===== src/rtl/tkpd_pkg.sv =====
// ----------------------------------------------------------------------------
// tkpd_pkg
// Shared widths, register codes, event type and key mapping for the touch
// key press detector.
// ----------------------------------------------------------------------------
`default_nettype none

package tkpd_pkg;

	localparam int CountBits   = 14;
	localparam int NumGroups   = 3;
	localparam int NumPhases   = 3;
	localparam int NumChannels = NumGroups * NumPhases;
	localparam int ChBits      = $clog2(NumChannels);
	localparam int KeyBits     = 3;
	localparam int CfgIdxBits  = 2;
	localparam int CfgDataBits = CountBits;

	typedef logic [CountBits-1:0] count_t;
	typedef logic [1:0]           phase_t;
	typedef logic [1:0]           group_t;

	// configuration register indexes
	localparam logic [CfgIdxBits-1:0] CFG_THRESHOLD  = 2'd0;
	localparam logic [CfgIdxBits-1:0] CFG_BASELINE   = 2'd1;
	localparam logic [CfgIdxBits-1:0] CFG_SATURATION = 2'd2;
	localparam logic [CfgIdxBits-1:0] CFG_ENABLE     = 2'd3;

	localparam count_t                 ThresholdReset  = 14'd1000;
	localparam count_t                 BaselineReset   = 14'd2000;
	localparam count_t                 SaturationReset = 14'd16383;
	localparam logic [NumChannels-1:0] EnableReset     = 9'd255;

	typedef struct packed {
		logic [KeyBits-1:0] key_index;
		logic               key_down;
		count_t             key_count;
	} evt_t;

	// events produced by one acquisition, slot g belongs to group g
	typedef struct packed {
		logic [NumGroups-1:0] hit;
		evt_t [NumGroups-1:0] evt;
	} evt_set_t;

	// left, right, center groups against the scan phase
	function automatic logic [KeyBits-1:0] key_map(input group_t grp, input phase_t ph);
		logic [KeyBits-1:0] k;
		k = 3'd0;
		case ({grp, ph})
			4'b00_00: k = 3'd2;
			4'b00_01: k = 3'd1;
			4'b00_10: k = 3'd0;
			4'b01_00: k = 3'd5;
			4'b01_01: k = 3'd4;
			4'b01_10: k = 3'd3;
			4'b10_00: k = 3'd6;
			4'b10_01: k = 3'd7;
			4'b10_10: k = 3'd0;
			default:  k = 3'd0;
		endcase
		return k;
	endfunction

endpackage

`default_nettype wire


===== src/rtl/tkpd_chan.sv =====
// ----------------------------------------------------------------------------
// tkpd_chan
// Threshold decision for one channel: absolute difference from the baseline
// against the press threshold, with enable and saturation masking.
// ----------------------------------------------------------------------------
`default_nettype none

module tkpd_chan (
	input  wire tkpd_pkg::count_t count,
	input  wire tkpd_pkg::count_t threshold,
	input  wire tkpd_pkg::count_t baseline,
	input  wire tkpd_pkg::count_t saturation,
	input  wire                   enable,
	input  wire                   pressed_old,
	output logic                  hit,
	output logic                  pressed_new
);

	tkpd_pkg::count_t diff;
	logic             now;

	always_comb begin
		if (count >= baseline) begin
			diff = count - baseline;
		end else begin
			diff = baseline - count;
		end
		now         = (diff > threshold);
		hit         = enable && (count != saturation) && (now != pressed_old);
		pressed_new = hit ? now : pressed_old;
	end

endmodule

`default_nettype wire


===== src/rtl/tkpd_evq.sv =====
// ----------------------------------------------------------------------------
// tkpd_evq
// Event buffer: holds the events of one acquisition and hands them out one
// word per cycle unless stalled, in group order, marking the final one.
// ----------------------------------------------------------------------------
`default_nettype none

module tkpd_evq (
	input  wire                       clk,
	input  wire                       arst_n,
	input  wire                       load,
	input  wire tkpd_pkg::evt_set_t   set_in,
	output logic                      busy,
	output logic                      out_valid,
	input  wire                       out_stall,
	output logic [tkpd_pkg::KeyBits-1:0] key_index,
	output logic                      key_down,
	output tkpd_pkg::count_t          key_count,
	output logic                      last_event
);

	logic [tkpd_pkg::NumGroups-1:0] pend_q;
	tkpd_pkg::evt_t [tkpd_pkg::NumGroups-1:0] evt_q;
	logic [tkpd_pkg::NumGroups-1:0] sel;
	logic [tkpd_pkg::NumGroups-1:0] below;
	tkpd_pkg::evt_t cur;

	// pick the lowest pending slot
	always_comb begin
		below = '0;
		sel   = '0;
		cur   = '0;
		for (int g = 0; g < tkpd_pkg::NumGroups; g++) begin
			sel[g] = pend_q[g] && (below == '0);
			if (sel[g]) begin
				cur = evt_q[g];
			end
			below[g] = pend_q[g];
		end
	end

	assign busy       = (pend_q != '0);
	assign out_valid  = busy;
	assign key_index  = cur.key_index;
	assign key_down   = cur.key_down;
	assign key_count  = cur.key_count;
	assign last_event = ((pend_q & ~sel) == '0);

	always_ff @(posedge clk or negedge arst_n) begin
		if (!arst_n) begin
			pend_q <= '0;
		end else if (load) begin
			pend_q <= set_in.hit;
		end else if (out_valid && !out_stall) begin
			pend_q <= pend_q & ~sel;
		end
	end

	always_ff @(posedge clk) begin
		if (load) begin
			evt_q <= set_in.evt;
		end
	end

endmodule

`default_nettype wire


===== src/rtl/touch_key_press_detector_top.sv =====
// ----------------------------------------------------------------------------
// touch_key_press_detector_top
// Touch key press detector: per acquisition, compares the three group
// counts of the current scan phase with baseline and threshold and emits
// one event word per key state change.
//
//   channel  signals                                  direction
//   in       in_valid/in_stall, count_group_a..c      acquisition in
//   out      out_valid/out_stall, key_index, key_down,
//            key_count, last_event                    events out
//   cfg      cfg_we, cfg_index, cfg_data              register writes
//
// An acquisition is registered, then evaluated combinationally into the
// event buffer, from which its event words leave. Acquisitions with no
// events pass at one per cycle while the buffer is empty. One with events
// holds the next one in the input register: the buffer sends one word per
// cycle on the single output port unless stalled, reloading only once empty.
// Reset clears the phase, key states and registers to their defaults; a
// stalled output holds the buffer and, through it, the input register.
// ----------------------------------------------------------------------------
`default_nettype none

module touch_key_press_detector_top (
	input  wire                              clk,
	input  wire                              arst_n,
	input  wire                              in_valid,
	output logic                             in_stall,
	input  wire tkpd_pkg::count_t            count_group_a,
	input  wire tkpd_pkg::count_t            count_group_b,
	input  wire tkpd_pkg::count_t            count_group_c,
	output logic                             out_valid,
	input  wire                              out_stall,
	output logic [tkpd_pkg::KeyBits-1:0]     key_index,
	output logic                             key_down,
	output tkpd_pkg::count_t                 key_count,
	output logic                             last_event,
	input  wire                              cfg_we,
	input  wire [tkpd_pkg::CfgIdxBits-1:0]   cfg_index,
	input  wire [tkpd_pkg::CfgDataBits-1:0]  cfg_data
);

	tkpd_pkg::count_t                    threshold_q;
	tkpd_pkg::count_t                    baseline_q;
	tkpd_pkg::count_t                    saturation_q;
	logic [tkpd_pkg::NumChannels-1:0]    enable_q;

	logic                                valid_s1;
	tkpd_pkg::count_t [tkpd_pkg::NumGroups-1:0] count_s1;
	tkpd_pkg::phase_t                    phase_q;
	tkpd_pkg::phase_t                    phase;
	logic [tkpd_pkg::NumChannels-1:0]    pressed_q;
	logic [tkpd_pkg::NumChannels-1:0]    pressed_d;

	logic                                busy;
	logic                                in_acc;
	logic                                adv;
	tkpd_pkg::evt_set_t                  set;

	logic [tkpd_pkg::NumGroups-1:0]      hit;
	logic [tkpd_pkg::NumGroups-1:0]      pnew;
	logic [tkpd_pkg::NumGroups-1:0]      pold;
	logic [tkpd_pkg::NumGroups-1:0]      en;
	logic [tkpd_pkg::ChBits-1:0]         ch [tkpd_pkg::NumGroups];

	assign in_stall = valid_s1 && busy;
	assign in_acc   = in_valid && !in_stall;
	assign adv      = valid_s1 && !busy;
	// phase three never occurs; fold it onto phase zero
	assign phase    = (phase_q == 2'd3) ? 2'd0 : phase_q;

	always_ff @(posedge clk or negedge arst_n) begin
		if (!arst_n) begin
			threshold_q  <= tkpd_pkg::ThresholdReset;
			baseline_q   <= tkpd_pkg::BaselineReset;
			saturation_q <= tkpd_pkg::SaturationReset;
			enable_q     <= tkpd_pkg::EnableReset;
		end else if (cfg_we) begin
			case (cfg_index)
				tkpd_pkg::CFG_THRESHOLD:  threshold_q  <= cfg_data;
				tkpd_pkg::CFG_BASELINE:   baseline_q   <= cfg_data;
				tkpd_pkg::CFG_SATURATION: saturation_q <= cfg_data;
				tkpd_pkg::CFG_ENABLE:     enable_q     <= cfg_data[tkpd_pkg::NumChannels-1:0];
				default: ;
			endcase
		end
	end

	always_ff @(posedge clk or negedge arst_n) begin
		if (!arst_n) begin
			valid_s1 <= 1'b0;
		end else if (in_acc) begin
			valid_s1 <= 1'b1;
		end else if (adv) begin
			valid_s1 <= 1'b0;
		end
	end

	always_ff @(posedge clk) begin
		if (in_acc) begin
			count_s1[0] <= count_group_a;
			count_s1[1] <= count_group_b;
			count_s1[2] <= count_group_c;
		end
	end

	genvar g;
	generate
		for (g = 0; g < tkpd_pkg::NumGroups; g++) begin : g_chan
			assign ch[g] = tkpd_pkg::ChBits'(g * tkpd_pkg::NumPhases) +
				tkpd_pkg::ChBits'(phase);
			assign en[g]   = enable_q[ch[g]];
			assign pold[g] = pressed_q[ch[g]];

			tkpd_chan u_chan (
				.count       (count_s1[g]),
				.threshold   (threshold_q),
				.baseline    (baseline_q),
				.saturation  (saturation_q),
				.enable      (en[g]),
				.pressed_old (pold[g]),
				.hit         (hit[g]),
				.pressed_new (pnew[g])
			);

			assign set.hit[g]           = hit[g];
			assign set.evt[g].key_index = tkpd_pkg::key_map(tkpd_pkg::group_t'(g), phase);
			assign set.evt[g].key_down  = pnew[g];
			assign set.evt[g].key_count = count_s1[g];
		end
	endgenerate

	always_comb begin
		pressed_d = pressed_q;
		for (int i = 0; i < tkpd_pkg::NumGroups; i++) begin
			pressed_d[ch[i]] = pnew[i];
		end
	end

	// advance phase and key states as the acquisition leaves the input stage
	always_ff @(posedge clk or negedge arst_n) begin
		if (!arst_n) begin
			phase_q   <= 2'd0;
			pressed_q <= '0;
		end else if (adv) begin
			phase_q   <= (phase == 2'(tkpd_pkg::NumPhases - 1)) ? 2'd0 : phase + 2'd1;
			pressed_q <= pressed_d;
		end
	end

	tkpd_evq u_evq (
		.clk        (clk),
		.arst_n     (arst_n),
		.load       (adv),
		.set_in     (set),
		.busy       (busy),
		.out_valid  (out_valid),
		.out_stall  (out_stall),
		.key_index  (key_index),
		.key_down   (key_down),
		.key_count  (key_count),
		.last_event (last_event)
	);

endmodule

`default_nettype wire

===== config.mk =====
export PLATFORM = sky130hd
export DESIGN_NAME = touch_key_press_detector_top
export DESIGN_NICKNAME = d
export VERILOG_FILES = /design/src/rtl/tkpd_pkg.sv /design/src/rtl/tkpd_chan.sv /design/src/rtl/tkpd_evq.sv /design/src/rtl/touch_key_press_detector_top.sv
export SDC_FILE = /design/constraint.sdc
export NUM_CORES = 1
export LEC_CHECK = 0
export BUFFER_PORTS_ARGS = -buffer_cell sky130_fd_sc_hd__buf_2
export CAP_MARGIN = 20
export CORE_ASPECT_RATIO = 0.6
export CORE_MARGIN = 2
export CORE_UTILIZATION = 45
export CTS_CLUSTER_SIZE = 20
export DETAILED_ROUTE_END_ITERATION = 10
export HOLD_SLACK_MARGIN = 0.05
export PLACE_DENSITY_LB_ADDON = 0.15
export SLEW_MARGIN = 20
export SYNTH_ARGS = -nofsm -noshare
export SYNTH_HDL_FRONTEND = slang
export SYNTH_HIERARCHICAL = 1
export SYNTH_SLANG_ARGS = --single-unit

===== constraint.sdc =====
create_clock -name clk -period 14 [get_ports clk]
set_input_delay 0.7 -clock clk [delete_from_list [all_inputs] [get_ports clk]]
set_output_delay 0.7 -clock clk [all_outputs]
set_load 0.01 [all_outputs]

# Word-level counts from Yosys, hierarchy flattened
# Cells that the tools add are included.
[classes]
bitwise = 3
order_cmp = 12
muxes = 39
n_eq_ne = 12
n_div = 0
n_addsub = 9
shifts = 0
n_reduce_logical = 29
mul = 0
[ops]
columns = ["operator", "n"]
rows = [
  ["subtractor 14 bit", 6],
  ["2-to-1 mux 18 bit", 3],
  [">= comparator 14 bit", 3],
  ["> comparator 14 bit", 3],
  ["2-to-1 mux 14 bit", 3],
  ["inequality test 14 bit", 3],
  ["bitwise mux 9 bit", 3],
  ["binary-select mux 1 bit (select 4 bit)", 4],
  ["logical AND 1 bit", 15],
  ["2-to-1 mux 1 bit", 14],
  ["one-hot mux 3 bit (3 select lines)", 1],
  ["demux 1 bit (select 4 bit)", 2],
  ["equality test 2 bit, second input constant", 4],
  ["AND reduction 2 bit", 4],
  ["logical NOT 2 bit", 3],
  ["2-to-1 mux 3 bit", 2],
  ["one-hot mux 3 bit (2 select lines)", 1],
  ["less-than comparator 2 x 5 -> 1 bit, second input constant", 1],
  ["less-than comparator 3 x 5 -> 1 bit, second input constant", 1],
  ["less-than comparator 4 x 5 -> 1 bit, second input constant", 1],
  ["adder 3 x 2 -> 4 bit, first input constant", 1],
  ["binary-select mux 1 bit (select 2 bit)", 2],
  ["equality test 2 x 1 -> 1 bit, second input constant", 2],
  [">= comparator 4 x 1 -> 1 bit, second input constant", 1],
  ["other kinds (15)", 21],
]
[word_totals]
inputBits = 63
mem_bits_ro = 0
output_inout_bits = 21
ram_bits = 0
n_memories = 0
register_bits = 162
latchBits = 0

# Depth between registers and ports, before layout
[logic_depth]
word_depth = 10
mapped_depth = 21
depth_no_buf = 20

# By module
# Netlist, hierarchy kept.
[by_module_without_submodules]
columns = ["mod", "n_inst", "area_per_inst_um2", "seq_area_each_um2", "cells_each"]
rows = [
  ["tkpd_chan at g_chan[1].u_chan ...", 2, 1976.9, 0.0, 278],
  ["touch_key_press_detector_top", 1, 3906.2, 2880.3, 210],
  ["tkpd_evq", 1, 2263.4, 1696.6, 152],
  ["tkpd_chan at g_chan[0].u_chan", 1, 1924.3, 0.0, 262],
]

# Least setup slack after synthesis
# OpenSTA, ideal clock, no wires.
[synth_timing]
kind = "reg2reg"
start = "reg u_evq.pend_q (netlist bit u_evq/below[1])"
end = "reg pressed_q[0] in the netlist's numbering"
required_ps = 13875
setup_ps = 125
stages_incl_launch_ff = 6
arrival_ps = 4544
path_buffers = 1
setup_slack_ps = 9330
synth_period_minus_slack_ps = 4670
cell_sequence = "dfrtp_1 -> buf_2 -> or3_1 -> nor2b_1 -> nand2_1 -> mux2_2"
[synth_between]
elab_chain_len = 3
[synth_lines]
columns = ["item", "line", "text"]
rows = [
  ["start, declared", "tkpd_evq.sv:22", "logic [tkpd_pkg::NumGroups-1:0] pend_q;"],
  ["start signal, assigned", "tkpd_evq.sv:53", "pend_q <= set_in.hit;"],
  ["start signal, assigned", "tkpd_evq.sv:55", "pend_q <= pend_q & ~sel;"],
  ["nonzero test 3 bit", "tkpd_evq.sv:42", "assign busy = (pend_q != '0);"],
  ["net busy", "touch_key_press_detector_top.sv:54", "logic busy;"],
  ["logical NOT 1 bit", "touch_key_press_detector_top.sv:67", "assign adv = valid_s1 && !busy;"],
  ["logical AND 1 bit", "touch_key_press_detector_top.sv:67", ""],
  ["net adv", "touch_key_press_detector_top.sv:56", "logic adv;"],
  ["end signal, assigned", "touch_key_press_detector_top.sv:146", "pressed_q <= pressed_d;"],
  ["end, declared", "touch_key_press_detector_top.sv:51", "logic [tkpd_pkg::NumChannels-1:0] pressed_q;"],
]
# The timed path passes the listed nets, and every way through them passes these cells.
# A chain may end at the register's enable or synchronous reset.

# Worst setup path after layout
[layout_timing]
start = "reg count_s1[19] in the netlist's numbering"
end = "reg pressed_q[7] in the netlist's numbering"
[layout_between]
elab_chain_len = 8
word_cells_on_any_way = 12
classes_between = "2 x add/sub; 2 x order compare; 2 x eq/ne; 4 x mux; 2 x reduce/logical"
[layout_lines]
columns = ["item", "line", "text"]
rows = [
  ["start, declared", "touch_key_press_detector_top.sv:48", "tkpd_pkg::count_t [tkpd_pkg::NumGroups-1:0] count_s1;"],
  ["subtractor 14 bit (tied with other cells)", "tkpd_chan.sv:26", "diff = baseline - count;"],
  ["2-to-1 mux 14 bit", "tkpd_chan.sv:23", "if (count >= baseline) begin"],
  ["> comparator 14 bit", "tkpd_chan.sv:28", "now = (diff > threshold);"],
  ["inequality test 1 bit", "tkpd_chan.sv:29", "hit = enable && (count != saturation) && (now != pressed_old);"],
  ["logical AND 1 bit", "tkpd_chan.sv:29", ""],
  ["2-to-1 mux 1 bit (*)", "tkpd_chan.sv:30", "pressed_new = hit ? now : pressed_old;"],
  ["net pnew, one bit", "touch_key_press_detector_top.sv:60", "logic [tkpd_pkg::NumGroups-1:0] pnew;"],
  ["bitwise mux 9 bit (*) (2 in a row)", "touch_key_press_detector_top.sv:135", "pressed_d[ch[i]] = pnew[i];"],
]
# Mark *: on every way through the listed nets, which the timed path passes. The rest lies on a longest branch.

==> impl_metrics.toml <==
[floorplanning]
core_um2 = 26400
design.die.area_um2 = 28100
io_pins = 84
start_util_pct = 45.7
die_h_um = 131
die_width_um = 215
placementRows = 46

[clocking]
clk_pin_slew_ps = 70
cts_max_path_buffers = 2
h-tree-depth = 4
insertion_delay_ps = 470
postCtsSetupRepairBufs = 0
cts_tree = "done"
hold_buffers = 0
cts_buffers = 17
numClockSinks = 162
ctsResizeCount = 0
clk_root_buffer_cell = "clkbuf_16"

[critical_path]
critPathKind = "flop to flop"
arrival_ps = 5260
crit_slowest_cell = "a21o_1"
critPathBufInv = 1
critPathMaxStageDelay_ps = 550
reg2reg_from = "count_s1[19]$_DFFE_PP_"
worst_ep_required_time_ps = 14410
cp_top_family = "compound AO/OA/AOI/OAI gates"
rr_worst_depth = 17
critPathLaunch = "count_s1[19]$_DFFE_PP_"
endpoint = "pressed_q[7]$_DFFE_PN0P_"
r2r_setup_slack_ps = 9140
r2r-end = "pressed_q[7]$_DFFE_PN0P_"
crit_cells = 17
worstSetupStartpointType = "flop"
crit_fanout = 12
crit_path_cell_trace = "inv_1 > ha_1 > nand3_1 > o211ai_1 > a21o_1 > a21o_1 > mux2i_1 > xor2_1 > ha_1 > nand4_1 > nor3_1 > o31ai_1 > a32oi_1 > mux2_2 > nand2_1 > o21ai_0 > mux2_2"
worst_setup_path_end_kind = "flop"

[yosys]
syn-num-nets = 1376
synth.cell_area_um2 = 12000
ys_async_sr_fraction_pct = 40.7
synth-seq-cells = 162
yosys_warnings = 6
synth_cell_types = 61
synth-seq-area-share_pct = 38.0
netlist_instances = 1180
synth_edf_count = 96
avgSynthCellArea_um2 = 10.2
synthFlopType = "edfxtp_1"

[drt]
wl_mm = 37.1
wl_per_cell_um = 23.0
drt_iter0_drc = 944
drc = 0
vias_per_cell = 5.72
dr.pass1.iters = 5
vias = 9209
postRouteAntennaNets = 0

[sta]
hold_viol = 0
fmax_mhz = 206
hold_ws_ps = 404
rsz0062_at_grt = "no"
slew-limit-headroom_pct = 35.6
finClkSkew_ps = 8.33
slew_violations = 0
fin_ws_ps = 9140
period_minus_slack_ps = 4860
setup_violations = 0
worst_slew_pin_slew_ps = 962
fin_setup_tns_ps = 0
min_period_over_period_pct = 34.7

[global_routing]
grtUsageTotal_pct = 27.1
grt_max_degree = 67
grt_pass1_wl_mm = 55.0
grt_pass1_vias = 8553
grt_antenna_before_repair = 2
overflow = 0

[status]
outcome = "complete, no violations"

[job]
drv_cap = 0

[pwr]
peakVddDrop_v = 0.0000860
power_mw = 2.62
cellPowerDensity_nw_per_um2 = 198
leakage_nw = 5.94

[placed_design]
pre_cts_ws_ps = 9170
dp_hpwl_mm = 28.7
globalplace.congestion = 0.949
port_buffers = 83

[final_layout]
fillers = 2502
drive_gt1_share_pct = 19.0
syn_to_final_growth_pct = 9.96
nNetsFinal = 1434
diodes = 0

[hold_path]
hold_class = "input pin to flop"
## power by group
part           switching (mW)  internal [mW]  total (mW)
clock                   0.229          0.254       0.483
combinational           0.776          0.549        1.32
sequential              0.141          0.671       0.812
## cell usage after synthesis, types with 29 or more instances
master,number,area (um^2)
dfstp_2,34,893
nor2_1,46,173
ha_1,127,1590
dfrtp_1,32,801
edfxtp_1,96,2880
a21o_1,43,323
a21oi_1,93,465
nor2b_1,29,181
mux2_2,63,709
nand2_1,64,240
o21ai_0,43,215
inv_1,143,537
xnor2_1,53,464
mux2i_1,37,370
## cell families (layout without fill, tap and decap cells)
logic type                 Yosys count  count (layout)  share of synthesized area, %
AOI/OAI and AO/OA                  271             271                          14.9
and+or+nand+nor                    236             236                          10.3
buffers and inverters              193             264                          7.07
DFF                                162             162                          38.0
adders and majority gates          133             133                          14.2
muxes                              106             106                          9.90
xor gates and xnor gates            78              78                          5.67
other                                1               1                        0.0311
## metrics by stage
stage,cells,cell area [um^2],util [%]
floorplan,1180,12000,-
global placement,1579,12700,48.0
detailed placement,1579,12700,48.0
CTS,1611,13200,50.3
global route,1611,13200,50.3
finish,1611,13200,50.3
## routing by layer
metal / GRT usage (%) / vias up / wire length [um]
li1: - / 4283 / -
met1: 42.4 / 4491 / 19000
met2: 36.3 / 402 / 14000
met3: 7.36 / 33 / 3560
met4: 6.41 / 0 / 525
met5: 0 / - / 0
## registers in the layout (all words and copies together), names as in the netlist
name and cells:
threshold_q 14, pressed_q 9, baseline_q 14, u_evq/below 3, u_evq/evt_q 54, saturation_q 14
valid_s1 1, count_s1 42, enable_q 9, phase_q 2
## worst min path at each step
stage / start / endpoint / cells past startpoint
6_report: count_group_a[0] / count_s1[0]$_DFFE_PP_ / 1
5_1_grt: count_group_a[4] / count_s1[4]$_DFFE_PP_ / 1
4_1_cts: count_group_a[0] / count_s1[0]$_DFFE_PP_ / 1
3_5_place_dp: pressed_q[6]$_DFFE_PN0P_ / pressed_q[6]$_DFFE_PN0P_ / 1
3_3_place_gp: pressed_q[1]$_DFFE_PN0P_ / pressed_q[1]$_DFFE_PN0P_ / 1
2_1_floorplan: arst_n / baseline_q[0]$_DFFE_PN0P_ / 0
## cell usage in the layout (no fill, tap or decap), types with 7 or more instances in the layout
master	n
nand3b_1	27
nand2_1	64
o21ai_0	43
xnor2_1	53
a21o_1	43
xor2_1	25
dfstp_2	34
buf_2	83
o21ai_1	7
inv_1	143
nand3_1	15
o31a_1	12
edfxtp_1	96
o21a_1	8
a21oi_1	93
clkbuf_16	17
dfrtp_1	32
ha_1	127
nand4_1	22
nand2b_1	14
nor2_1	46
a211oi_1	16
nor2b_1	27
mux2i_1	37
mux2_2	63
## area by class of cell
class                           count  area (um^2)  share of cell area, %
Timing Repair Buffer               89          460                   3.48
Clock inverter                     14          160                   1.21
Tap cell                          360          450                   3.40
Clock buffer                       18          429                   3.24
Inverter                          143          537                   4.05
Sequential cell                   162         4580                   34.5
Multi-Input combinational cell    825         6630                   50.1
Note: power is estimated with default switching activity, not from simulation.
